File: src/rtl/core/dtlv_pkg.sv
// Shared types and constants for the DER TLV byte encoder.
`default_nettype none

package dtlv_pkg;

  // Request kinds as carried on the request channel.
  typedef enum logic [1:0] {
    KIND_HDR      = 2'd0,
    KIND_RAW      = 2'd1,
    KIND_ARC      = 2'd2,
    KIND_ARC_PAIR = 2'd3
  } kind_e;

  // Serialiser operation after classification.
  typedef enum logic [1:0] {
    OP_HDR  = 2'd0,
    OP_RAW  = 2'd1,
    OP_B128 = 2'd2
  } op_e;

  localparam int unsigned ValW     = 32;
  localparam int unsigned OctW     = 8;
  localparam int unsigned NumW     = 3;   // octets per request, 1..6

  localparam logic [ValW-1:0] ShortLenMax = 32'd127;
  localparam logic [OctW-1:0] LongLenMark = 8'h80;
  localparam logic [OctW-1:0] ContBit     = 8'h80;
  localparam logic [6:0]      GroupMask   = 7'h7f;
  localparam logic [ValW-1:0] ArcMul      = 32'd40;

  // One classified request, front to back.
  typedef struct packed {
    op_e             op;
    logic [OctW-1:0] octet;   // tag or raw content byte
    logic [ValW-1:0] val;     // length or (combined) arc
    logic [NumW-1:0] nbytes;  // total octets to emit
  } desc_t;

endpackage

`default_nettype wire

File: src/rtl/core/dtlv_if.sv
// Valid/ready channel interfaces for requests and encoded octets.
`default_nettype none

interface dtlv_req_if;
  logic        valid;
  logic        ready;
  logic [1:0]  kind;
  logic [7:0]  tag;
  logic [31:0] value;
  logic [1:0]  first_arc;
  logic [7:0]  content_byte;

  modport source (output valid, kind, tag, value, first_arc, content_byte, input ready);
  modport sink   (input valid, kind, tag, value, first_arc, content_byte, output ready);
endinterface

interface dtlv_byte_if;
  logic       valid;
  logic       ready;
  logic [7:0] out_byte;
  logic       last;

  modport source (output valid, out_byte, last, input ready);
  modport sink   (input valid, out_byte, last, output ready);
endinterface

`default_nettype wire

File: src/rtl/core/dtlv_front.sv
// Front end: accepts requests, forms the arc value and counts output octets.
`default_nettype none

module dtlv_front
  import dtlv_pkg::*;
(
  input  wire logic        clk_i,
  input  wire logic        rst_ni,
  input  wire logic        in_valid_i,
  output logic             in_ready_o,
  input  wire logic [1:0]  kind_i,
  input  wire logic [7:0]  tag_i,
  input  wire logic [31:0] value_i,
  input  wire logic [1:0]  first_arc_i,
  input  wire logic [7:0]  content_byte_i,
  output logic             push_valid_o,
  input  wire logic        push_ready_i,
  output desc_t            push_desc_o
);

  logic  v_q, v_d;
  desc_t desc_q, desc_d;
  logic [ValW-1:0] arc_val;
  kind_e kind;

  assign kind       = kind_e'(kind_i);
  assign in_ready_o = !v_q || push_ready_i;

  // first_arc*40 + value, wraps at 32 bits
  assign arc_val = value_i + ({30'd0, first_arc_i} * ArcMul);

  always_comb begin
    desc_d       = desc_q;
    desc_d.octet = tag_i;
    desc_d.val   = value_i;
    case (kind)
      KIND_HDR: begin
        desc_d.op = OP_HDR;
        if (value_i <= ShortLenMax)        desc_d.nbytes = 3'd2;
        else if (value_i[31:24] != 8'd0)   desc_d.nbytes = 3'd6;
        else if (value_i[23:16] != 8'd0)   desc_d.nbytes = 3'd5;
        else if (value_i[15:8] != 8'd0)    desc_d.nbytes = 3'd4;
        else                               desc_d.nbytes = 3'd3;
      end
      KIND_RAW: begin
        desc_d.op     = OP_RAW;
        desc_d.octet  = content_byte_i;
        desc_d.nbytes = 3'd1;
      end
      default: begin
        desc_d.op  = OP_B128;
        desc_d.val = (kind == KIND_ARC) ? value_i : arc_val;
        if (desc_d.val[31:28] != 4'd0)      desc_d.nbytes = 3'd5;
        else if (desc_d.val[27:21] != 7'd0) desc_d.nbytes = 3'd4;
        else if (desc_d.val[20:14] != 7'd0) desc_d.nbytes = 3'd3;
        else if (desc_d.val[13:7] != 7'd0)  desc_d.nbytes = 3'd2;
        else                                desc_d.nbytes = 3'd1;
      end
    endcase
  end

  always_comb begin
    v_d = v_q;
    if (in_ready_o) v_d = in_valid_i;
  end

  always_ff @(posedge clk_i or negedge rst_ni) begin
    if (!rst_ni) begin
      v_q <= 1'b0;
    end else begin
      v_q <= v_d;
    end
  end

  always_ff @(posedge clk_i) begin
    if (in_ready_o && in_valid_i) desc_q <= desc_d;
  end

  assign push_valid_o = v_q;
  assign push_desc_o  = desc_q;

endmodule

`default_nettype wire

File: src/rtl/core/dtlv_fifo.sv
// Small register queue of classified requests between front and back.
`default_nettype none

module dtlv_fifo
  import dtlv_pkg::*;
#(
  parameter int unsigned Depth = 2
) (
  input  wire logic  clk_i,
  input  wire logic  rst_ni,
  input  wire logic  push_valid_i,
  output logic       push_ready_o,
  input  wire desc_t push_desc_i,
  output logic       pop_valid_o,
  input  wire logic  pop_ready_i,
  output desc_t      pop_desc_o
);

  localparam int unsigned PtrW = (Depth > 1) ? $clog2(Depth) : 1;
  localparam int unsigned CntW = $clog2(Depth + 1);
  localparam logic [PtrW-1:0] PtrLast = PtrW'(Depth - 1);
  localparam logic [CntW-1:0] CntFull = CntW'(Depth);

  desc_t           mem_q [Depth];
  logic [PtrW-1:0] wr_q, wr_d, rd_q, rd_d;
  logic [CntW-1:0] cnt_q, cnt_d;
  logic            push, pop;

  assign push_ready_o = (cnt_q != CntFull);
  assign pop_valid_o  = (cnt_q != '0);
  assign pop_desc_o   = mem_q[rd_q];
  assign push = push_valid_i && push_ready_o;
  assign pop  = pop_valid_o && pop_ready_i;

  always_comb begin
    wr_d  = wr_q;
    rd_d  = rd_q;
    cnt_d = cnt_q;
    if (push) wr_d = (wr_q == PtrLast) ? '0 : wr_q + 1'b1;
    if (pop)  rd_d = (rd_q == PtrLast) ? '0 : rd_q + 1'b1;
    if (push && !pop)      cnt_d = cnt_q + 1'b1;
    else if (pop && !push) cnt_d = cnt_q - 1'b1;
  end

  always_ff @(posedge clk_i or negedge rst_ni) begin
    if (!rst_ni) begin
      wr_q  <= '0;
      rd_q  <= '0;
      cnt_q <= '0;
    end else begin
      wr_q  <= wr_d;
      rd_q  <= rd_d;
      cnt_q <= cnt_d;
    end
  end

  always_ff @(posedge clk_i) begin
    if (push) mem_q[wr_q] <= push_desc_i;
  end

endmodule

`default_nettype wire

File: src/rtl/core/dtlv_back.sv
// Back end: serialises one classified request into octets, one per cycle while the output is not stalled.
`default_nettype none

module dtlv_back
  import dtlv_pkg::*;
(
  input  wire logic        clk_i,
  input  wire logic        rst_ni,
  input  wire logic        pop_valid_i,
  output logic             pop_ready_o,
  input  wire desc_t       pop_desc_i,
  output logic             out_valid_o,
  input  wire logic        out_ready_i,
  output logic [OctW-1:0]  out_byte_o,
  output logic             out_last_o
);

  desc_t           cur_q;
  logic            cur_v_q, cur_v_d;
  logic [NumW-1:0] rem_q, rem_d;   // octets left after the current one
  logic [NumW-1:0] pos_q, pos_d;   // index of the current octet
  logic            ov_q, ov_d;
  logic [OctW-1:0] ob_q, ob_d;
  logic            ol_q, ol_d;
  logic            adv, done, load;
  logic [5:0]      sh8, sh7;
  logic [ValW-1:0] v8, v7;
  logic [OctW-1:0] oct;

  assign adv  = cur_v_q && (!ov_q || out_ready_i);
  assign done = adv && (rem_q == '0);
  assign load = pop_valid_i && (!cur_v_q || done);
  assign pop_ready_o = !cur_v_q || done;

  // big-endian length octet and base-128 group selected by octets remaining
  assign sh8 = {rem_q, 3'b000};
  assign sh7 = {rem_q, 3'b000} - {3'b000, rem_q};
  assign v8  = cur_q.val >> sh8;
  assign v7  = cur_q.val >> sh7;

  always_comb begin
    case (cur_q.op)
      OP_HDR: begin
        if (pos_q == '0)
          oct = cur_q.octet;
        else if (pos_q == 3'd1 && cur_q.nbytes > 3'd2)
          oct = LongLenMark | OctW'(cur_q.nbytes - 3'd2);
        else
          oct = v8[OctW-1:0];
      end
      OP_B128: begin
        oct = {1'b0, v7[6:0] & GroupMask};
        if (rem_q != '0) oct = oct | ContBit;
      end
      default: oct = cur_q.octet;
    endcase
  end

  always_comb begin
    cur_v_d = cur_v_q;
    rem_d   = rem_q;
    pos_d   = pos_q;
    ov_d    = ov_q;
    ob_d    = ob_q;
    ol_d    = ol_q;
    if (adv) begin
      rem_d = rem_q - 1'b1;
      pos_d = pos_q + 1'b1;
      ov_d  = 1'b1;
      ob_d  = oct;
      ol_d  = (rem_q == '0);
    end else if (out_ready_i) begin
      ov_d = 1'b0;
    end
    if (done) cur_v_d = 1'b0;
    if (load) begin
      cur_v_d = 1'b1;
      rem_d   = pop_desc_i.nbytes - 1'b1;
      pos_d   = '0;
    end
  end

  always_ff @(posedge clk_i or negedge rst_ni) begin
    if (!rst_ni) begin
      cur_v_q <= 1'b0;
      ov_q    <= 1'b0;
      rem_q   <= '0;
      pos_q   <= '0;
    end else begin
      cur_v_q <= cur_v_d;
      ov_q    <= ov_d;
      rem_q   <= rem_d;
      pos_q   <= pos_d;
    end
  end

  always_ff @(posedge clk_i) begin
    if (load) cur_q <= pop_desc_i;
    ob_q <= ob_d;
    ol_q <= ol_d;
  end

  assign out_valid_o = ov_q;
  assign out_byte_o  = ob_q;
  assign out_last_o  = ol_q;

endmodule

`default_nettype wire

File: src/rtl/core/der_tlv_byte_encoder.sv
// Top level of the DER TLV byte encoder.
//
// Each request word on req_i becomes a run of one to six DER octets on byte_o,
// with last set on the final octet of the run: a header gives the tag and a
// short or long form length (two to six octets), a content request passes one
// octet through, and an arc request (optionally combined as first_arc*40+value,
// modulo 2^32) gives one to five base-128 groups. The output emits one octet
// per cycle while byte_o is not stalled, and a request holds the serialiser
// until all of its octets (one to six) are out; that serialiser sets the
// sustained rate. A front stage classifies requests and counts their octets,
// a queue of QueueDepth entries decouples it from the serialiser, and a
// registered output stage lets a new request be accepted while an octet waits.
// Requests pass the front register, the queue and the serialiser to the output
// register. No state is kept between requests and no configuration exists.
`default_nettype none

module der_tlv_byte_encoder
  import dtlv_pkg::*;
#(
  parameter int unsigned QueueDepth = 2
) (
  input  wire logic    clk_i,
  input  wire logic    rst_ni,
  dtlv_req_if.sink     req_i,
  dtlv_byte_if.source  byte_o
);

  logic  push_valid, push_ready, pop_valid, pop_ready;
  desc_t push_desc, pop_desc;

  dtlv_front u_front (
    .clk_i          (clk_i),
    .rst_ni         (rst_ni),
    .in_valid_i     (req_i.valid),
    .in_ready_o     (req_i.ready),
    .kind_i         (req_i.kind),
    .tag_i          (req_i.tag),
    .value_i        (req_i.value),
    .first_arc_i    (req_i.first_arc),
    .content_byte_i (req_i.content_byte),
    .push_valid_o   (push_valid),
    .push_ready_i   (push_ready),
    .push_desc_o    (push_desc)
  );

  // decoupling queue: front keeps accepting while long headers drain
  dtlv_fifo #(
    .Depth (QueueDepth)
  ) u_fifo (
    .clk_i        (clk_i),
    .rst_ni       (rst_ni),
    .push_valid_i (push_valid),
    .push_ready_o (push_ready),
    .push_desc_i  (push_desc),
    .pop_valid_o  (pop_valid),
    .pop_ready_i  (pop_ready),
    .pop_desc_o   (pop_desc)
  );

  // serialiser with registered octet output
  dtlv_back u_back (
    .clk_i       (clk_i),
    .rst_ni      (rst_ni),
    .pop_valid_i (pop_valid),
    .pop_ready_o (pop_ready),
    .pop_desc_i  (pop_desc),
    .out_valid_o (byte_o.valid),
    .out_ready_i (byte_o.ready),
    .out_byte_o  (byte_o.out_byte),
    .out_last_o  (byte_o.last)
  );

endmodule

`default_nettype wire

File: src/flat_wrapper.sv
// flat-port wrapper written by rule: the top's interface ports become plain ports
module der_tlv_byte_encoder_flat import dtlv_pkg::*;
#(
  parameter int unsigned QueueDepth = 2
)
  (clk_i, rst_ni, req_i_valid, req_i_kind, req_i_tag, req_i_value, req_i_first_arc, req_i_content_byte, req_i_ready, byte_o_valid, byte_o_out_byte, byte_o_last, byte_o_ready);
  dtlv_req_if req_i_i ();
  dtlv_byte_if byte_o_i ();
  input  wire logic clk_i;
  input  wire logic rst_ni;
  input wire logic [$bits(req_i_i.valid)-1:0] req_i_valid;
  input wire logic [$bits(req_i_i.kind)-1:0] req_i_kind;
  input wire logic [$bits(req_i_i.tag)-1:0] req_i_tag;
  input wire logic [$bits(req_i_i.value)-1:0] req_i_value;
  input wire logic [$bits(req_i_i.first_arc)-1:0] req_i_first_arc;
  input wire logic [$bits(req_i_i.content_byte)-1:0] req_i_content_byte;
  output wire logic [$bits(req_i_i.ready)-1:0] req_i_ready;
  output wire logic [$bits(byte_o_i.valid)-1:0] byte_o_valid;
  output wire logic [$bits(byte_o_i.out_byte)-1:0] byte_o_out_byte;
  output wire logic [$bits(byte_o_i.last)-1:0] byte_o_last;
  input wire logic [$bits(byte_o_i.ready)-1:0] byte_o_ready;
  assign req_i_i.valid = req_i_valid;
  assign req_i_i.kind = req_i_kind;
  assign req_i_i.tag = req_i_tag;
  assign req_i_i.value = req_i_value;
  assign req_i_i.first_arc = req_i_first_arc;
  assign req_i_i.content_byte = req_i_content_byte;
  assign req_i_ready = req_i_i.ready;
  assign byte_o_valid = byte_o_i.valid;
  assign byte_o_out_byte = byte_o_i.out_byte;
  assign byte_o_last = byte_o_i.last;
  assign byte_o_i.ready = byte_o_ready;
  der_tlv_byte_encoder #(.QueueDepth(QueueDepth)) u_core (.clk_i(clk_i), .rst_ni(rst_ni), .req_i(req_i_i), .byte_o(byte_o_i));
endmodule
File: config.mk
export PLATFORM = sky130hd
export DESIGN_NAME = der_tlv_byte_encoder_flat
export DESIGN_NICKNAME = d
export VERILOG_FILES = /design/src/rtl/core/dtlv_pkg.sv /design/src/rtl/core/dtlv_if.sv /design/src/rtl/core/dtlv_front.sv /design/src/rtl/core/dtlv_fifo.sv /design/src/rtl/core/dtlv_back.sv /design/src/rtl/core/der_tlv_byte_encoder.sv /design/src/flat_wrapper.sv
export SDC_FILE = /design/constraint.sdc
export NUM_CORES = 1
export LEC_CHECK = 0
export ABC_AREA = 1
export ABC_CLOCK_PERIOD_IN_PS = 4700
export BUFFER_PORTS_ARGS = -buffer_cell sky130_fd_sc_hd__buf_4
export CAP_MARGIN = 20
export CORE_ASPECT_RATIO = 1.2
export CORE_MARGIN = 5
export CORE_UTILIZATION = 55
export DETAILED_ROUTE_END_ITERATION = 7
export GPL_ROUTABILITY_DRIVEN = 0
export PLACE_DENSITY = 0.73
export SYNTH_ARGS = -nofsm -noshare
export SYNTH_HDL_FRONTEND = slang
export SYNTH_HIERARCHICAL = 1
export SYNTH_SLANG_ARGS = --single-unit
File: constraint.sdc
create_clock -name clk_i -period 4.7 [get_ports clk_i]
set_input_delay 0 -clock clk_i [delete_from_list [all_inputs] [get_ports clk_i]]
set_output_delay 0 -clock clk_i [all_outputs]
set_load 0.02 [all_outputs]
# Yosys cells after proc, flatten, opt, wreduce, memory -nomap -nowiden
# Memories as Yosys holds them, arrays and structs flattened.
# Cells that the tools add are included.
op_classes:
  mul: 1
  n_eq_ne: 5
  order_cmp: 2
  shifts: 2
  n_reduce_logical: 34
  n_addsub: 10
  n_mux: 31
ops:
  columns: ["cell", "count"]
  rows:
  - ["two-way mux 32 bit", 2]
  - ["two-way mux 3 bit", 11]
  - ["adder 32 x 8 -> 32 bit", 1]
  - ["<= comparator 32 x 7 -> 1 bit, second input constant", 1]
  - ["two-way mux 8 bit", 4]
  - ["right shift 32 x 6 -> 7 bit", 1]
  - ["right shift 32 x 6 -> 8 bit", 1]
  - ["nonzero test 8 bit", 3]
  - ["nonzero test 7 bit", 3]
  - ["case mux 8 bit (2 select lines)", 1]
  - ["nonzero test 2 bit", 5]
  - ["logical AND 1 bit", 8]
  - ["two-way mux 1 bit", 8]
  - ["zero test 3 bit", 2]
  - ["two-way mux 2 bit", 3]
  - ["case mux 3 bit (2 select lines)", 1]
  - ["subtractor 3 x 1 -> 3 bit, second input constant", 2]
  - ["subtractor 6 x 3 -> 6 bit", 1]
  - ["zero test 1 bit", 5]
  - ["multiplier 2 x 3 -> 5 bit, second input constant", 1]
  - ["== test 2 bit, second input constant", 2]
  - ["zero test 2 bit", 2]
  - ["case mux 2 bit (2 select lines)", 1]
  - ["nonzero test 4 bit", 1]
  - ["12 further kinds", 15]
totals:
  elab_cells: 104
  mem_bits_rw: 90
  n_memories: 1
  regBits: 112
  output_inout_bits: 11
  in_bits: 56
memory_table:
  columns: ["name", "depth", "word_bits", "read_ports", "rd_clocked_by_memory_dff", "write_ports", "line", "rtl"]
  rows:
  - ["u_core.u_fifo.mem_q", 2, 45, 1, 0, 1, "dtlv_fifo.sv:24", "desc_t mem_q [Depth];"]

# Longest topological paths before layout
depth:
  ltp_word: 9
  depth_mapped: 17
  depth_no_buf: 17

# By module
# The synthesis kept the hierarchy.
modules_own_cells:
  columns: ["mod", "n_inst", "cells_per_inst", "area_each_um2", "seq_area_each_um2"]
  rows:
  - ["dtlv_back", 1, 472, 3816.2, 1821.7]
  - ["dtlv_fifo", 1, 263, 3545.9, 2802.7]
  - ["dtlv_front", 1, 441, 3318.2, 1376.3]

# Worst setup path before layout
# OpenSTA, ideal clock, no wires.
synth_path:
  path_kind: "flip-flop to flip-flop"
  from: "register u_core.u_fifo.cnt_q[0]"
  to: "register u_core.u_front.desc_q (netlist bit u_core/u_front/push_desc_o[0]) (enable)"
  slack_ns: 1.480
  n_path_buf: 0
  t_arrival_ns: 2.757
  required_ns: 4.238
  stages_incl_launch_ff: 5
  setup_time_ns: 0.462
  period_less_slack_ns: 3.220
  path_cell_list: "dfrtp_1 inv_1 nand2_1 inv_1 a21oi_1"
synth_via:
  elab_chain_len: 3
synth_rtl:
  columns: ["item", "line", "rtl"]
  rows:
  - ["start: declaration", "dtlv_fifo.sv:26", "logic [CntW-1:0] cnt_q, cnt_d;"]
  - ["start signal: assignment", "dtlv_fifo.sv:53", "cnt_q <= cnt_d;"]
  - ["inequality test 2 bit", "dtlv_fifo.sv:29", "assign push_ready_o = (cnt_q != CntFull);"]
  - ["named net u_core.push_ready", "der_tlv_byte_encoder.sv:28", "logic push_valid, push_ready, pop_valid, pop_ready;"]
  - ["logical OR 1 bit", "dtlv_front.sv:27", "assign in_ready_o = !v_q || push_ready_i;"]
  - ["logical AND 1 bit", "dtlv_front.sv:76", "if (in_ready_o && in_valid_i) desc_q <= desc_d;"]
  - ["end signal: assignment", "dtlv_front.sv:76", null]
  - ["end: declaration", "dtlv_front.sv:22", "desc_t desc_q, desc_d;"]
# The timed path passes the listed nets, and every way through them passes these cells.
# A chain may end at the register's enable or synchronous reset.

# Worst setup path after layout
layout_path:
  from: "register u_core.u_back.rem_q[1]"
  to: "register u_core.u_back.ob_q[1] (netlist: u_core/u_back/out_byte_o[1]), data pin"
layout_via:
  elab_chain_len: 4
  elab_cells_between_ends: 7
  cone_classes: "add/sub: 1; shift: 2; mux: 4"
layout_rtl:
  columns: ["item", "line", "rtl"]
  rows:
  - ["start: declaration", "dtlv_back.sv:20", "logic [NumW-1:0] rem_q, rem_d;"]
  - ["start signal: assignment", "dtlv_back.sv:92", "rem_q <= rem_d;"]
  - ["subtractor 6 x 3 -> 6 bit / right shift 32 x 6 -> 8 bit (equally long branches)", "dtlv_back.sv:37, dtlv_back.sv:38", null]
  - ["right shift 32 x 6 -> 7 bit / two-way mux 8 bit (equally long branches)", "dtlv_back.sv:39, dtlv_back.sv:46", null]
  - ["two-way mux 8 bit, on equally long branches", "dtlv_back.sv:53, dtlv_back.sv:44", null]
  - ["case mux 8 bit (2 select lines) *", "dtlv_back.sv:42", "case (cur_q.op)"]
  - ["named net u_core.u_back.oct[1]", "dtlv_back.sv:28", "logic [OctW-1:0] oct;"]
  - ["end signal: assignment", "dtlv_back.sv:99", "ob_q <= ob_d;"]
  - ["end: declaration", "dtlv_back.sv:23", "logic [OctW-1:0] ob_q, ob_d;"]
# Mark *: on every way through the listed nets, which the timed path passes. The rest lies on a longest branch.

==> out/metrics.csv <==
metric;value;unit
setup_tns;0;ps
worstPathArrival;3220;ps
r2r_start;u_core/u_back/rem_q[1]$_DFFE_PN0P_;
fp.coreArea;19000;um2
numCtsBuffers;20;
period_share;0.633;
r2r-end;u_core/u_back/out_byte_o[1]$_DFFE_PP_;
min_to;u_core/u_front/push_desc_o[22]$_DFFE_PP_;
clock-sinks;202;
synthFlopType;edfxtp_1;
r2r_slack;1720;ps
drtAntennaViolNets;0;
synthTopCellsByCount;nand2_1, edfxtp_1, nand3_1, inv_1, nor2_1;
cp-startpoint;u_core/u_back/rem_q[1]$_DFFE_PN0P_;
synth_edf_count;189;
die_y;163;um
routed_wirelength;23000;um
synthTopCellsByArea;edfxtp_1, nand2_1, nand3_1;
io_pins;67;
powerDensity;637;nW/um2
cp-start-kind;register;
netlist.area_leader.share;0.531;
worst_pin_slew;983;ps
grt_pass1_vias;7874;
die_x;137;um
dp_hpwl;16000;um
syn_nets;1245;
reg2reg_depth;10;
rsz0062_at_grt;false;
path_class;reg2reg;
area_growth;16.4;%
status;finished clean;
min_path_cells;3;
synth_top_cell_by_area;edfxtp_1;
fin_nets;1352;
num_antenna_cells;0;
clk_pin_slew;70;ps
avgSynthCellArea;9.08;um2
cts_root_buf;clkbuf_16;
fmax;336;MHz
synth_cell_types;53;
ys_ff_latch;202;
hp-start;req_i_value[19];
slew_violations;0;
hold_class;in2reg;
setup_viol;0;
drt_pre_antenna_iters;6;
timing.hold.ws;23.0;ps
num_rows;55;
yosysWarnings;6;
syn_area;10700;um2
crit_fanout;32;
clockBufferDepth;3;
htree_levels;1;
end_kind;register;
post_cts_buffers;0;
fin_skew;29.3;ps
drv_cap;0;
grt_pass1_wl;37800;um
nFillCells;1506;
grt_start_max_net_pins;48;
relSlewSlack;0.344;
vias;8352;
grt-ovfl-total;0;
synth_most_common_cell;nand2_1;
cp_data_required_time;4940;ps
cts_tree;yes;
drt_iter0_markers;705;
dieArea;22300;um2
cts_resized;0;
hold_viol;0;
min_period;2980;ps
antenna_found_initial;0;
drc;0;
wl_per_cell;14.9;um
viasPerCell;5.38;
peakVddDrop;0.374;mV
grt_use_total;0.209;
p_leak;5.42;nW
layout-drive-gt1-share;0.132;
multi_input_area;4040;um2
utilization;0.654;
postSynthCellCount;1176;
initial_utilization;0.562;
ff_latch_area;6000;um2
port_buffers;66;
ys_seq_area_frac;0.562;
async_flop_share;0.0644;
holdBufCountCts;52;
worst_skew_pair.late_latency;500;ps
==> critical path: stages (launching register included) <==
cell	delay, ps
dfrtp_1	580
inv_1	300
ha_1	360
inv_1	720
nand3_1	230
nand3_1	150
nand2_1	50
nand2_1	60
nand3_1	90
nand3_1	100
nand2_1	70
==> power breakdown <==
part | switching (mW) | leakage [nW] | internal [mW] | total (mW)
sequential | 0.246 | 1.95 | 2.76 | 3.00
combinational | 2.33 | 3.15 | 1.03 | 3.36
clock | 0.613 | 0.323 | 0.941 | 1.55
==> flip-flops by register name, indices dropped and copies added (netlist names) <==
name,flops
u_core/u_fifo/mem_q,90
u_core/u_back/cur_q,45
u_core/u_front/push_desc_o,45
u_core/u_back/out_byte_o,8
u_core/u_back/pos_q,3
u_core/u_back/rem_q,3
u_core/u_fifo/cnt_q,2
u_core/u_back/cur_v_q,1
u_core/u_back/out_last_o,1
u_core/u_back/out_valid_o,1
u_core/u_fifo/rd_q,1
u_core/u_fifo/wr_q,1
u_core/u_front/push_valid_o,1
==> placed cells by master, fill, tap and decap left out, types with 5 or more instances in the layout <==
| cell type | Yosys | layout |
|---|---|---|
| edfxtp_1 | 189 | 189 |
| ha_1 | 12 | 12 |
| inv_2 | 11 | 11 |
| a22oi_1 | 6 | 6 |
| clkbuf_16 | 0 | 20 |
| clkinv_1 | 1 | 5 |
| dlygate4sd3_1 | 0 | 52 |
| nor4_1 | 6 | 6 |
| nand2_2 | 13 | 13 |
| nand3_1 | 147 | 147 |
| buf_4 | 6 | 73 |
| clkinv_2 | 0 | 5 |
| nand2_1 | 460 | 460 |
| dfrtp_1 | 13 | 13 |
| nor2_2 | 15 | 15 |
| a21oi_1 | 21 | 20 |
| inv_1 | 79 | 79 |
| nand4_1 | 16 | 16 |
| o21ai_0 | 39 | 39 |
| nor2_1 | 53 | 51 |
==> metal layers <==
layer | wire length, um | vias to the layer above | global-route usage
li1 | - | 4152 | -
met5 | 0 | - | 0
met4 | 1160 | 0 | 0.0957
met2 | 11300 | 313 | 0.355
met1 | 9350 | 3811 | 0.271
met3 | 1260 | 76 | 0.0204
==> layout make-up <==
type,instances,share of cell area
clock buffer,21,0.0406
clock inverter,13,0.0118
inverter,92,0.0280
multi-input combinational,842,0.325
sequential,202,0.483
tap,256,0.0258
timing repair buffer,125,0.0860
==> worst max path at each step <==
stage / endpoint / slack [ps] / cells after the start
after global placement: u_core/u_back/out_byte_o[6]$_DFFE_PP_ / 1860 / 10
after global routing: u_core/u_back/out_byte_o[4]$_DFFE_PP_ / 1440 / 10
after detailed placement: u_core/u_back/out_byte_o[1]$_DFFE_PP_ / 1830 / 10
after CTS: u_core/u_back/out_byte_o[1]$_DFFE_PP_ / 1830 / 10
final: u_core/u_back/out_byte_o[1]$_DFFE_PP_ / 1720 / 10
after floorplan: u_core/u_front/push_desc_o[0]$_DFFE_PP_ / 1480 / 4
==> logic make-up after synthesis <==
logic type,Yosys count,share of synthesized area
AOI/OAI and AO/OA,78,0.0412
DFF,202,0.562
and+or+nand+nor,740,0.308
adders and majority gates,13,0.0159
xor gates and xnor gates,8,0.00797
buffers and inverters,132,0.0624
muxes,3,0.00305
==> through the flow <==
| stage | worst slack, ps | area (um2) | cells | power [mW] |
|---|---|---|---|---|
| detailed placement | 1830 | 11300 | 1465 | 6.30 |
| finish | 1720 | 12400 | 1551 | 7.92 |
| global placement | 1860 | 11300 | 1465 | 6.25 |
| global route | 1440 | 12400 | 1551 | 8.50 |
| CTS | 1830 | 12400 | 1551 | 7.90 |
| floorplan | 1480 | 10700 | 1176 | 5.56 |
No activity file was read; power rests on OpenSTA's default activity.
